**src/rtl/core/ssd_drv_pkg.sv**
```systemverilog
package ssd_drv_pkg;

	// default digit count of the display
	localparam int DIGIT_COUNT_DEF = 4;

	// field and register widths
	localparam int NUMBER_W   = 16;
	localparam int SYM_W      = 4;
	localparam int PH_W       = 5;
	localparam int CFG_IDX_W  = 1;
	localparam int CFG_DATA_W = 3;

	// request codes
	localparam logic FUNC_LOAD = 1'b0;
	localparam logic FUNC_TICK = 1'b1;

	// configuration register indexes
	localparam logic [CFG_IDX_W-1:0] CFG_BRIGHTNESS     = 1'd0;
	localparam logic [CFG_IDX_W-1:0] CFG_DISPLAY_ENABLE = 1'd1;

	localparam logic [2:0] BRIGHTNESS_RST = 3'd7;
	localparam logic       ENABLE_RST     = 1'b1;

	// frame command bytes
	localparam logic [7:0] CMD_DATA      = 8'h40;
	localparam logic [7:0] CMD_ADDR      = 8'hC0;
	localparam logic [7:0] CMD_CTRL_BASE = 8'h80;

	// element lengths in phases
	localparam logic [PH_W-1:0] START_LEN = 5'd3;
	localparam logic [PH_W-1:0] STOP_LEN  = 5'd4;
	localparam logic [PH_W-1:0] BYTE_LEN  = 5'd28;

	// byte element phases past the eight data bits (ack slot)
	localparam logic [PH_W-1:0] PH_ACK_CLK_LOW = 5'd24;
	localparam logic [PH_W-1:0] PH_ACK_RELEASE = 5'd25;
	localparam logic [PH_W-1:0] PH_ACK_CLK_HIGH = 5'd26;

	// x / 10 == (x * 0xCCCD) >> 19 for any 16-bit x
	localparam logic [15:0] DIV10_MULT  = 16'hCCCD;
	localparam int          DIV10_SHIFT = 19;

	typedef enum logic [1:0] {
		ELEM_START,
		ELEM_BYTE,
		ELEM_STOP
	} elem_kind_t;

	typedef struct packed {
		logic                func;
		logic [NUMBER_W-1:0] number;
	} in_item_t;

	typedef struct packed {
		logic clock_line;
		logic data_line;
		logic data_drive;
		logic busy_res;
		logic frame_done;
	} out_item_t;

	function automatic logic [7:0] seg_code(input logic [3:0] digit);
		logic [7:0] code;
		case (digit)
			4'd0:    code = 8'h3F;
			4'd1:    code = 8'h06;
			4'd2:    code = 8'h5B;
			4'd3:    code = 8'h4F;
			4'd4:    code = 8'h66;
			4'd5:    code = 8'h6D;
			4'd6:    code = 8'h7D;
			4'd7:    code = 8'h07;
			4'd8:    code = 8'h7F;
			4'd9:    code = 8'h6F;
			default: code = 8'h00;
		endcase
		return code;
	endfunction

endpackage

```
**src/rtl/core/ssd_drv_conv.sv**
```systemverilog
// Binary to segment-code converter: one decimal digit per cycle, least
// significant first. Digits past the last one are dropped, which is the
// reduction modulo 10^DIGIT_COUNT.
module ssd_drv_conv #(
	parameter int DIGIT_COUNT = ssd_drv_pkg::DIGIT_COUNT_DEF
) (
	input  logic                                clk,
	input  logic                                arst_n,
	input  logic                                start,
	input  logic [ssd_drv_pkg::NUMBER_W-1:0]    number,
	output logic [DIGIT_COUNT-1:0][7:0]         seg_codes
);

	localparam int CNT_W = (DIGIT_COUNT > 1) ? $clog2(DIGIT_COUNT) : 1;
	localparam int NW    = ssd_drv_pkg::NUMBER_W;

	logic             busy_q;
	logic [CNT_W-1:0] cnt_q;
	logic [NW-1:0]    n_q;
	logic [DIGIT_COUNT-1:0][7:0] seg_q;

	logic [2*NW-1:0]  prod;
	logic [NW-1:0]    quot;
	logic [NW-1:0]    quot_x10;
	logic [NW-1:0]    rem_full;
	logic [3:0]       digit;

	assign prod     = n_q * ssd_drv_pkg::DIV10_MULT;
	assign quot     = NW'(prod >> ssd_drv_pkg::DIV10_SHIFT);
	assign quot_x10 = (quot << 3) + (quot << 1);
	assign rem_full = n_q - quot_x10;
	assign digit    = rem_full[3:0];

	always_ff @(posedge clk or negedge arst_n) begin
		if (!arst_n) begin
			busy_q <= 1'b0;
			cnt_q  <= '0;
			seg_q  <= '0;
		end else if (start) begin
			busy_q <= 1'b1;
			cnt_q  <= '0;
		end else if (busy_q) begin
			for (int i = 0; i < DIGIT_COUNT; i++) begin
				if (cnt_q == CNT_W'(DIGIT_COUNT - 1 - i))
					seg_q[i] <= ssd_drv_pkg::seg_code(digit);
			end
			cnt_q <= cnt_q + 1'b1;
			if (cnt_q == CNT_W'(DIGIT_COUNT - 1))
				busy_q <= 1'b0;
		end
	end

	always_ff @(posedge clk) begin
		if (start)
			n_q <= number;
		else if (busy_q)
			n_q <= quot;
	end

	assign seg_codes = seg_q;

endmodule

```
**src/rtl/core/seven_segment_two_wire_display_driver_top.sv**
```systemverilog
// Channel | Dir | Handshake         | Payload
// --------+-----+-------------------+-----------------------------------------
// in      | in  | in_valid/in_stall | in_data  : func, number
// out     | out | out_valid/out_stall | out_data : clock, data, drive, busy, done
// cfg     | in  | cfg_we            | cfg_index, cfg_wdata (no read-back)
//
// Each accepted request updates the line state and lands in the result
// register on the same edge; one request per cycle while in_stall is low.
// The binary-to-segment conversion after a load runs in the background and
// is done long before the first segment byte goes out.
// arst_n clears the sequencer to idle with clock and data high and driven.
// in_stall is high only while a result is held and out_stall is high.
module seven_segment_two_wire_display_driver_top #(
	parameter int DIGIT_COUNT = ssd_drv_pkg::DIGIT_COUNT_DEF
) (
	input  logic                                   clk,
	input  logic                                   arst_n,
	input  logic                                   in_valid,
	output logic                                   in_stall,
	input  ssd_drv_pkg::in_item_t                  in_data,
	output logic                                   out_valid,
	input  logic                                   out_stall,
	output ssd_drv_pkg::out_item_t                 out_data,
	input  logic                                   cfg_we,
	input  logic [ssd_drv_pkg::CFG_IDX_W-1:0]      cfg_index,
	input  logic [ssd_drv_pkg::CFG_DATA_W-1:0]     cfg_wdata
);

	localparam int SYM_W = ssd_drv_pkg::SYM_W;
	localparam int PH_W  = ssd_drv_pkg::PH_W;

	// frame layout: start, 0x40, stop, start, 0xC0, digits, stop, start, ctrl, stop
	localparam logic [SYM_W-1:0] SYM_START0 = SYM_W'(0);
	localparam logic [SYM_W-1:0] SYM_CMD    = SYM_W'(1);
	localparam logic [SYM_W-1:0] SYM_STOP0  = SYM_W'(2);
	localparam logic [SYM_W-1:0] SYM_START1 = SYM_W'(3);
	localparam logic [SYM_W-1:0] SYM_ADDR   = SYM_W'(4);
	localparam logic [SYM_W-1:0] SYM_SEG0   = SYM_W'(5);
	localparam logic [SYM_W-1:0] SYM_STOP1  = SYM_W'(5 + DIGIT_COUNT);
	localparam logic [SYM_W-1:0] SYM_START2 = SYM_W'(6 + DIGIT_COUNT);
	localparam logic [SYM_W-1:0] SYM_STOP2  = SYM_W'(8 + DIGIT_COUNT);
	localparam logic [SYM_W-1:0] SYM_LAST   = SYM_W'(8 + DIGIT_COUNT);

	// config registers
	logic [2:0] brightness_q;
	logic       display_enable_q;

	// sequencer state
	logic             active_q;
	logic [SYM_W-1:0] sym_q;
	logic [PH_W-1:0]  phase_q;
	logic             clk_lvl_q;
	logic             dio_lvl_q;
	logic             dio_drv_q;

	// result register
	logic                   out_valid_q;
	ssd_drv_pkg::out_item_t out_data_q;

	// next-state values
	logic             active_d;
	logic [SYM_W-1:0] sym_d;
	logic [PH_W-1:0]  phase_d;
	logic             clk_lvl_d;
	logic             dio_lvl_d;
	logic             dio_drv_d;
	logic             done_d;

	logic                        in_accept;
	logic                        load_start;
	logic [DIGIT_COUNT-1:0][7:0] seg_codes;
	ssd_drv_pkg::elem_kind_t     kind;
	logic [PH_W-1:0]             elem_len;
	logic [7:0]                  byte_val;
	logic [8:0]                  phase_x11;
	logic [2:0]                  bit_idx;
	logic [PH_W-1:0]             bit_x3;
	logic [1:0]                  sub_ph;

	assign in_stall  = out_valid_q & out_stall;
	assign in_accept = in_valid & ~in_stall;
	assign load_start = in_accept & (in_data.func == ssd_drv_pkg::FUNC_LOAD) & ~active_q;

	ssd_drv_conv #(
		.DIGIT_COUNT(DIGIT_COUNT)
	) u_conv (
		.clk      (clk),
		.arst_n   (arst_n),
		.start    (load_start),
		.number   (in_data.number),
		.seg_codes(seg_codes)
	);

	always_ff @(posedge clk or negedge arst_n) begin
		if (!arst_n) begin
			brightness_q     <= ssd_drv_pkg::BRIGHTNESS_RST;
			display_enable_q <= ssd_drv_pkg::ENABLE_RST;
		end else if (cfg_we) begin
			case (cfg_index)
				ssd_drv_pkg::CFG_BRIGHTNESS:     brightness_q     <= cfg_wdata;
				ssd_drv_pkg::CFG_DISPLAY_ENABLE: display_enable_q <= cfg_wdata[0];
				default: ;
			endcase
		end
	end

	// element kind and length at the current position
	always_comb begin
		kind = ssd_drv_pkg::ELEM_BYTE;
		if (sym_q == SYM_START0 || sym_q == SYM_START1 || sym_q == SYM_START2)
			kind = ssd_drv_pkg::ELEM_START;
		else if (sym_q == SYM_STOP0 || sym_q == SYM_STOP1 || sym_q == SYM_STOP2)
			kind = ssd_drv_pkg::ELEM_STOP;
	end

	always_comb begin
		case (kind)
			ssd_drv_pkg::ELEM_START: elem_len = ssd_drv_pkg::START_LEN;
			ssd_drv_pkg::ELEM_STOP:  elem_len = ssd_drv_pkg::STOP_LEN;
			default:                 elem_len = ssd_drv_pkg::BYTE_LEN;
		endcase
	end

	// byte being sent; the control byte follows the registers live
	always_comb begin
		byte_val = ssd_drv_pkg::CMD_CTRL_BASE | {4'b0, display_enable_q, brightness_q};
		if (sym_q == SYM_CMD)
			byte_val = ssd_drv_pkg::CMD_DATA;
		else if (sym_q == SYM_ADDR)
			byte_val = ssd_drv_pkg::CMD_ADDR;
		for (int i = 0; i < DIGIT_COUNT; i++) begin
			if (sym_q == SYM_SEG0 + SYM_W'(i))
				byte_val = seg_codes[i];
		end
	end

	// phase / 3 as (phase * 11) >> 5, exact for the 24 data phases
	assign phase_x11 = {phase_q, 3'b0} + {2'b0, phase_q, 1'b0} + {4'b0, phase_q};
	assign bit_idx   = phase_x11[7:5];
	assign bit_x3    = {1'b0, bit_idx, 1'b0} + {2'b0, bit_idx};
	assign sub_ph    = 2'(phase_q - bit_x3);

	// sequencer next state
	always_comb begin
		active_d  = active_q;
		sym_d     = sym_q;
		phase_d   = phase_q;
		clk_lvl_d = clk_lvl_q;
		dio_lvl_d = dio_lvl_q;
		dio_drv_d = dio_drv_q;
		done_d    = 1'b0;

		if (in_accept) begin
			if (in_data.func == ssd_drv_pkg::FUNC_LOAD) begin
				// a load while a frame runs is dropped
				if (!active_q) begin
					active_d = 1'b1;
					sym_d    = '0;
					phase_d  = '0;
				end
			end else if (active_q) begin
				case (kind)
					ssd_drv_pkg::ELEM_START: begin
						dio_drv_d = 1'b1;
						if (phase_q == PH_W'(0)) begin
							clk_lvl_d = 1'b1;
							dio_lvl_d = 1'b1;
						end else if (phase_q == PH_W'(1)) begin
							dio_lvl_d = 1'b0;
						end else begin
							clk_lvl_d = 1'b0;
						end
					end
					ssd_drv_pkg::ELEM_STOP: begin
						dio_drv_d = 1'b1;
						if (phase_q == PH_W'(0))
							clk_lvl_d = 1'b0;
						else if (phase_q == PH_W'(1))
							dio_lvl_d = 1'b0;
						else if (phase_q == PH_W'(2))
							clk_lvl_d = 1'b1;
						else
							dio_lvl_d = 1'b1;
					end
					default: begin
						if (phase_q < ssd_drv_pkg::PH_ACK_CLK_LOW) begin
							// LSB first: clock low, data, clock high
							dio_drv_d = 1'b1;
							if (sub_ph == 2'd0)
								clk_lvl_d = 1'b0;
							else if (sub_ph == 2'd1)
								dio_lvl_d = byte_val[bit_idx];
							else
								clk_lvl_d = 1'b1;
						end else if (phase_q == ssd_drv_pkg::PH_ACK_CLK_LOW) begin
							clk_lvl_d = 1'b0;
						end else if (phase_q == ssd_drv_pkg::PH_ACK_RELEASE) begin
							dio_drv_d = 1'b0;
						end else if (phase_q == ssd_drv_pkg::PH_ACK_CLK_HIGH) begin
							clk_lvl_d = 1'b1;
						end else begin
							clk_lvl_d = 1'b0;
						end
					end
				endcase

				if (phase_q == elem_len - 1'b1) begin
					phase_d = '0;
					if (sym_q == SYM_LAST) begin
						sym_d    = '0;
						active_d = 1'b0;
						done_d   = 1'b1;
					end else begin
						sym_d = sym_q + 1'b1;
					end
				end else begin
					phase_d = phase_q + 1'b1;
				end
			end
		end
	end

	always_ff @(posedge clk or negedge arst_n) begin
		if (!arst_n) begin
			active_q  <= 1'b0;
			sym_q     <= '0;
			phase_q   <= '0;
			clk_lvl_q <= 1'b1;
			dio_lvl_q <= 1'b1;
			dio_drv_q <= 1'b1;
		end else begin
			active_q  <= active_d;
			sym_q     <= sym_d;
			phase_q   <= phase_d;
			clk_lvl_q <= clk_lvl_d;
			dio_lvl_q <= dio_lvl_d;
			dio_drv_q <= dio_drv_d;
		end
	end

	// result register; a new request may enter as the held result leaves
	always_ff @(posedge clk or negedge arst_n) begin
		if (!arst_n) begin
			out_valid_q <= 1'b0;
		end else if (in_accept) begin
			out_valid_q <= 1'b1;
		end else if (!out_stall) begin
			out_valid_q <= 1'b0;
		end
	end

	always_ff @(posedge clk) begin
		if (in_accept) begin
			out_data_q.clock_line <= clk_lvl_d;
			// released line reads as the pull-up level
			out_data_q.data_line  <= dio_drv_d ? dio_lvl_d : 1'b1;
			out_data_q.data_drive <= dio_drv_d;
			out_data_q.busy_res   <= active_d;
			out_data_q.frame_done <= done_d;
		end
	end

	assign out_valid = out_valid_q;
	assign out_data  = out_data_q;

`ifndef SYNTHESIS
	a_done_not_busy: assert property (@(posedge clk) disable iff (!arst_n)
		out_valid && out_data.frame_done |-> !out_data.busy_res)
		else $error("frame_done with busy_res set");

	a_release_pullup: assert property (@(posedge clk) disable iff (!arst_n)
		out_valid && !out_data.data_drive |-> out_data.data_line)
		else $error("released data line not at pull-up level");

	a_phase_bound: assert property (@(posedge clk) disable iff (!arst_n)
		active_q |-> phase_q < elem_len)
		else $error("phase count past element length");

	a_stall_needs_result: assert property (@(posedge clk) disable iff (!arst_n)
		in_stall |-> out_valid_q && out_stall)
		else $error("input stalled without a held result");
`endif

endmodule

```
**config.mk**
```make
export PLATFORM = sky130hd
export DESIGN_NAME = seven_segment_two_wire_display_driver_top
export DESIGN_NICKNAME = d
export VERILOG_FILES = /design/src/rtl/core/ssd_drv_pkg.sv /design/src/rtl/core/ssd_drv_conv.sv /design/src/rtl/core/seven_segment_two_wire_display_driver_top.sv
export SDC_FILE = /design/constraint.sdc
export NUM_CORES = 1
export LEC_CHECK = 0
export CELL_PAD_IN_SITES_DETAIL_PLACEMENT = 2
export CELL_PAD_IN_SITES_GLOBAL_PLACEMENT = 2
export CORE_ASPECT_RATIO = 0.9
export CORE_MARGIN = 2
export CORE_UTILIZATION = 46
export DETAILED_ROUTE_END_ITERATION = 10
export DONT_BUFFER_PORTS = 1
export PLACE_DENSITY = 0.95
export SETUP_SLACK_MARGIN = 0.15
export SYNTH_ARGS = -nofsm -noshare
export SYNTH_HDL_FRONTEND = slang
export SYNTH_SLANG_ARGS = --single-unit
export TNS_END_PERCENT = 50
```
**constraint.sdc**
```tcl
create_clock -name clk -period 13.4 [get_ports clk]
set_clock_uncertainty 0.2 [all_clocks]
set_input_delay 1.34 -clock clk [delete_from_list [all_inputs] [get_ports clk]]
set_output_delay 1.34 -clock clk [all_outputs]
set_load 0.03 [all_outputs]
```
Word-level counts from Yosys, hierarchy flattened
Memories as Yosys holds them, arrays and structs flattened. A register that Yosys moved wholly into a read port is not among the register bits.
Index checks and enable logic that the tools add are counted.
{"block": "totals", "ff_bits": 74, "rom_bits": 448, "memories": 4}
{"block": "op_classes", "n_addsub": 10, "multipliers": 1, "order_cmp": 2, "eq_ne": 26, "n_mux": 69, "n_bitwise": 9, "reduce_logical": 24}
{"name": "(name not given)", "depth": 16, "word_bits": 7, "rd": 1, "rd_ports_with_merged_regs": 1, "wr": 0, "line_no": "ssd_drv_pkg.sv:64", "source": "case (digit)"}
{"name": "(name not given)", "depth": 16, "word_bits": 7, "rd": 1, "rd_ports_with_merged_regs": 1, "wr": 0, "line_no": "ssd_drv_pkg.sv:64"}
{"name": "(name not given)", "depth": 16, "word_bits": 7, "rd": 1, "rd_ports_with_merged_regs": 1, "wr": 0, "line_no": "ssd_drv_pkg.sv:64"}
{"name": "(name not given)", "depth": 16, "word_bits": 7, "rd": 1, "rd_ports_with_merged_regs": 1, "wr": 0, "line_no": "ssd_drv_pkg.sv:64"}
{"cell": "$mux 1", "n": 44}
{"cell": "$mux 8", "n": 5}
{"cell": "$mul 16x16->32 const B", "n": 1}
{"cell": "$mux 16", "n": 2}
{"cell": "$mux 4", "n": 5}
{"cell": "$mux 5", "n": 4}
{"cell": "$reduce_and 3->1", "n": 6}
{"cell": "$eq 4x3->1 const B", "n": 4}
{"cell": "$eq 4x4->1 const B", "n": 4}
{"cell": "$eq 5x5->1 const B", "n": 3}
{"cell": "$pmux 5 s2", "n": 1}
{"cell": "$add 8x5->8", "n": 1}
{"cell": "$add 8x6->8", "n": 1}
{"cell": "$eq 4x2->1 const B", "n": 2}
{"cell": "$mux 2", "n": 4}
{"cell": "$mux 7", "n": 1}
{"cell": "$eq 2x2->1 const B", "n": 3}
{"cell": "$logic_not 2->1", "n": 3}
{"cell": "$ne 2x1->1 const B", "n": 3}
{"cell": "$add 5x1->5 const B", "n": 1}
{"cell": "$eq 5x1->1 const B", "n": 1}
{"cell": "$eq 5x2->1 const B", "n": 1}
{"cell": "$eq 5x5->1", "n": 1}
{"cell": "$logic_not 5->1", "n": 1}
{"cell": "23 further kinds", "n": 39}

Longest topological paths before layout
{"block": "logic_depth", "ltp_word": 16, "mapped_depth": 29, "ltp_nobuf": 29}

Modules after synthesis
From an unflattened synthesis, not the netlist that was laid out.
{"block": "unflattened", "cells_unflattened": 982, "hier_area_um2": 9141.3}
{"mod": "ssd_drv_conv", "n_inst": 1, "cells_per_inst": 703, "area_each_um2": 6830.3}
{"mod": "seven_segment_two_wire_display_driver_top", "n_inst": 1, "cells_per_inst": 279, "area_each_um2": 2311.0}

Worst setup path after synthesis
OpenSTA, ideal clock, no wires.
{"block": "synth_path", "path_type": "register -> register", "from": "register u_conv.n_q[7]", "to": "register u_conv.seg_q, in the netlist u_conv.seg_codes[16]", "arrival_time_ns": 6.985, "path_slack_ns": 6.083, "stages_incl_launch_ff": 27, "path_buffers": 0, "cell_sequence": "edfxtp_1 ha_1 inv_1 fa_1 inv_1 fa_1 fa_1 fa_1 inv_1 fa_1 inv_1 ha_1 and4_1 o21ai_0 a21oi_1 or2_2 a21oi_1 xnor2_1 ha_1 or3b_4 nor4b_4 a311oi_1 nand3_1 xnor2_2 xnor2_2 mux2i_1 o21ai_0"}
{"block": "synth_between", "elab_chain_cells": 3}
{"element": "start: declaration", "line_no": "ssd_drv_conv.sv:19", "source": "logic [NW-1:0] n_q;"}
{"element": "start signal: assignment", "line_no": "ssd_drv_conv.sv:55", "source": "n_q <= number;"}
{"element": "start signal: assignment", "line_no": "ssd_drv_conv.sv:57", "source": "n_q <= quot;"}
{"element": "$mul 16x16->32", "line_no": "ssd_drv_conv.sv:28", "source": "assign prod = n_q * ssd_drv_pkg::DIV10_MULT;"}
{"element": "$add 4x4->4", "line_no": "ssd_drv_conv.sv:30", "source": "assign quot_x10 = (quot << 3) + (quot << 1);"}
{"element": "$sub 4x4->4", "line_no": "ssd_drv_conv.sv:31", "source": "assign rem_full = n_q - quot_x10;"}
{"element": "end: declaration", "line_no": "ssd_drv_conv.sv:20", "source": "logic [DIGIT_COUNT-1:0][7:0] seg_q;"}
No other way between the ends.
A chain may end at the register's enable or synchronous reset.

Final worst setup path
{"block": "layout_path", "from": "register u_conv.n_q[3]", "to": "register u_conv.seg_q, in the netlist u_conv.seg_codes[11]"}
{"block": "layout_between", "elab_chain_cells": 3}
{"element": "$mul 16x16->32", "line_no": "ssd_drv_conv.sv:28"}
{"element": "$add 4x4->4", "line_no": "ssd_drv_conv.sv:30"}
{"element": "$sub 4x4->4 (*)", "line_no": "ssd_drv_conv.sv:31"}
Every way passes the cells marked *; elsewhere a longest branch is shown, timed or not.

==> metrics.csv <==
metric,value,unit
final-layout setup total negative slack,0,ps
maximum cell stage delay along the critical path,620,ps
# H-tree levels,3,
CP max stage cell,sky130_fd_sc_hd__edfxtp_1,
area share of the largest cell type after synthesis,23.2,%
Rows,47,
post-synthesis net count,1199,
number of library cell types mapped by synthesis,64,
hold bufs inserted after CTS,0,
flip-flop cell with the highest count after synthesis,sky130_fd_sc_hd__dfrtp_1,
endpoint kind of the worst setup timing path,flop,
leading cell type by number of instances after synthesis,sky130_fd_sc_hd__inv_1,
floorplan die width,149,um
"Data required, critical path",13390,ps
n_diodes,0,
initial antenna violation count,1,
number of I/O pins,33,
post-detailed-route DRC marker count,0,
Buffers on Ports,0,
dpl hpwl,26100,um
area of the core,18500,um2
share of cell area taken by muxes after synthesis,2.10,%
main area contributors after synthesis,"sky130_fd_sc_hd__ha_1 23%, sky130_fd_sc_hd__fa_1 19%, sky130_fd_sc_hd__dfrtp_1 12%",
combinational family with the most area after synthesis,adder cells,
starting density of the core,47.2,%
# fillers,1939,
antenna violation net count after detailed routing,0,
Wirelength per Cell,33.0,um
insertion delay of the later-clocked pin in the worst-skew pair,370,ps
number of vias per cell after detailed routing,6.36,
IR Drop Worst-Case VDD,0.0000851,V
vias after detailed routing,7470,
layout overhead on the synthesized area,6.48,%
routed wire length,38700,um
overflow left after global routing,0,
category of the most critical setup path,reg -> reg,
number of global-route vias before repair,8744,
synthesized instance count,929,
clock-pin transition on the worst setup and hold timing paths,70,ps
outcome,"complete, no violations",
"Min Clock Period, post-route",9210,ps
number of flops mapped to enable cells by yosys,21,
CTS tree,built,
netlist area before placement,8740,um2
class of the tightest hold or removal check,reg -> reg,
share of synthesized area occupied by flip-flops and latches,21.3,%
number of max-cap violations,0,
Most common cell on crit path,sky130_fd_sc_hd__fa_1,
die area,20100,um2
final weighted congestion in routability-driven placement,0.905,
Max-Slew Margin vs Limit,38.4,%
Mean Syn Cell Area,9.41,um2
Critical Path AT,9200,ps
setup repair bufs after CTS,0,
Tcrit/Tclk final,68.7,%
power density cells,92.7,nW/um2
master cell of the clock root buffer,sky130_fd_sc_hd__clkbuf_16,
Post-synth ARST share,70.0,%
layout net count,1195,
Max Clock Freq,109,MHz
cell accounting for the most synthesized area,sky130_fd_sc_hd__ha_1,
Post-Synth Adder-Cell Area,42.0,%
sum of buffers and inverters on the critical path,4,
initial DRC count,562,
wire length of the first global-routing pass,58500,um
overall routing resource usage,40.4,%
total count of max-transition violations in the final report,0,
RSZ-0062 raised after global routing,no,
buffer depth of the longest clock path,2,
Top Family by Delay on Critical Path,adder cells,
Sinks on Clock Net,70,
register bit total from synthesis,70,
TritonCTS buffer count,9,
transition at the pin with the smallest max-transition slack,922,ps
Setup Viol. Count Final,0,
top cells by instance count after synthesis,"205 x sky130_fd_sc_hd__inv_1, 162 x sky130_fd_sc_hd__ha_1, 86 x sky130_fd_sc_hd__nand2_1",
xor/xnor cell area share of the yosys netlist,3.68,%
number of hold violations in the final report,0,
Static Leakage,0.00474,uW
simple-gate share of the synthesized area,10.2,%
Chip Height,135,um
fraction of the mapped netlist area in compound gates,11.1,%
CP Launch Type,flop,
share of layout cells above drive strength 1,5.27,%
warnings from Yosys,0,
worst setup margin,4190,ps
number of iterations in the first detailed-routing pass,5,
pin count of the biggest net entering global routing,50,
CP max FO,8,
Setup WS pre-CTS,4790,ps
end-of-flow core utilization,50.3,%
count of cells resized by post-cts repair,0,
## path summary, 6_finish.rpt
| path | start | endpoint | slack [ps] | cells after the start |
|---|---|---|---|---|
| setup / recovery | u_conv.n_q[3] | u_conv.seg_codes[11] | 4190 | 26 |
| hold / removal | u_conv.seg_codes[18] | u_conv.seg_codes[18] | 310 | 2 |
| setup reg to reg | u_conv.n_q[3] | u_conv.seg_codes[11] | 4190 | 26 |
| hold reg to reg | u_conv.seg_codes[18] | u_conv.seg_codes[18] | 310 | 2 |
| max in group asynchronous | arst_n | display_enable_q | 12330 | 0 |
| min in group asynchronous | arst_n | u_conv.seg_codes[21] | 470 | 0 |
## layout make-up
cell class | instances | area (um2) | share of cell area (%)
multi-input combinational | 637 | 6040 | 64.9
tap | 245 | 307 | 3.29
timing repair buffer | 2 | 15.0 | 0.161
clock inverter | 6 | 58.8 | 0.632
inverter | 205 | 769 | 8.27
clock buffer | 10 | 250 | 2.69
sequential | 70 | 1870 | 20.0
## cells in the final DEF (no fill, tap or decap), types with 4 or more instances in the layout
cell type	n
sky130_fd_sc_hd__inv_1	205
sky130_fd_sc_hd__ha_1	162
sky130_fd_sc_hd__nand2_1	86
sky130_fd_sc_hd__fa_1	82
sky130_fd_sc_hd__o21ai_0	63
sky130_fd_sc_hd__dfrtp_1	42
sky130_fd_sc_hd__a21oi_1	32
sky130_fd_sc_hd__nor2_1	31
sky130_fd_sc_hd__edfxtp_1	21
sky130_fd_sc_hd__xnor2_1	18
sky130_fd_sc_hd__nand3_1	16
sky130_fd_sc_hd__xor2_1	15
sky130_fd_sc_hd__nor2b_1	10
sky130_fd_sc_hd__clkbuf_16	10
sky130_fd_sc_hd__mux2i_1	9
sky130_fd_sc_hd__nor3_1	8
sky130_fd_sc_hd__dfstp_2	7
sky130_fd_sc_hd__a311oi_1	6
sky130_fd_sc_hd__mux2_2	6
sky130_fd_sc_hd__o31ai_1	6
sky130_fd_sc_hd__a211oi_1	5
sky130_fd_sc_hd__a21o_1	5
sky130_fd_sc_hd__and2_1	5
sky130_fd_sc_hd__nand2b_1	5
sky130_fd_sc_hd__nor3b_1	5
sky130_fd_sc_hd__o21ai_1	4
sky130_fd_sc_hd__a31oi_1	4
sky130_fd_sc_hd__a22oi_1	4
## metal layers
| layer | part of all wire [%] | track usage [%] |
|---|---|---|
| met2 | 50 | 70.7 |
| met5 | 0 | 0 |
| met1 | 39 | 47.5 |
| met3 | 6.6 | 10.1 |
| met4 | 4.6 | 16.8 |
## through the flow
| stage | instance area (um2) | total power, uW | hold slack (ps) | std cells |
|---|---|---|---|---|
| floorplan | 8740 | 480 | 242 | 929 |
| global placement | 9000 | 527 | 263 | 1159 |
| detailed placement | 9000 | 562 | 287 | 1159 |
| CTS | 9310 | 851 | 310 | 1175 |
| global route | 9310 | 891 | 347 | 1175 |
| finish | 9310 | 863 | 309 | 1175 |
## power by group
group	leakage, uW	total, uW	switching (uW)	internal [uW]
Combinational	0.00378	257	163	93.4
Clock	0.000150	266	124	142
Sequential	0.000802	340	64.7	275
Total	0.00474	863	352	511
## state kept, by name, summed over array words and instances (netlist names)
register,count
u_conv.seg_codes,28
phase_q,5
display_enable_q,1
sym_q,4
dio_lvl_q,1
dio_drv_q,1
u_conv.busy_q,1
u_conv.n_q,16
out_data,5
brightness_q,3
u_conv.cnt_q,2
active_q,1
clk_lvl_q,1
out_valid,1
## worst register-to-register path, cell delays in order, from the launching register on
cell                       delay [ps]
sky130_fd_sc_hd__edfxtp_1         620
sky130_fd_sc_hd__ha_1             520
sky130_fd_sc_hd__inv_1            140
sky130_fd_sc_hd__fa_1             530
sky130_fd_sc_hd__inv_1            100
sky130_fd_sc_hd__fa_1             560
sky130_fd_sc_hd__fa_1             550
sky130_fd_sc_hd__fa_1             590
sky130_fd_sc_hd__inv_1             80
sky130_fd_sc_hd__fa_1             560
sky130_fd_sc_hd__inv_1             60
sky130_fd_sc_hd__ha_1             330
sky130_fd_sc_hd__and4_1           410
sky130_fd_sc_hd__o21ai_0          170
sky130_fd_sc_hd__a21oi_1          250
sky130_fd_sc_hd__or2_2            200
sky130_fd_sc_hd__a21oi_1          100
sky130_fd_sc_hd__xnor2_1          180
sky130_fd_sc_hd__ha_1             370
sky130_fd_sc_hd__or3b_4           450
sky130_fd_sc_hd__nor4b_4          170
sky130_fd_sc_hd__a311oi_1         290
sky130_fd_sc_hd__nand3_1          170
sky130_fd_sc_hd__xnor2_2          180
sky130_fd_sc_hd__xnor2_2          550
sky130_fd_sc_hd__mux2i_1          470
sky130_fd_sc_hd__o21ai_0          220
## kinds of logic (layout without fill, tap and decap cells)
kind of cell	Yosys count	count (layout)
adders and majority gates	244	244
DFF	70	70
xor gates and xnor gates	35	35
AOI/OAI and AO/OA	157	157
and+or+nand+nor	185	185
muxes	16	16
buffers and inverters	222	223
Note: power is estimated with default switching activity, not from simulation.
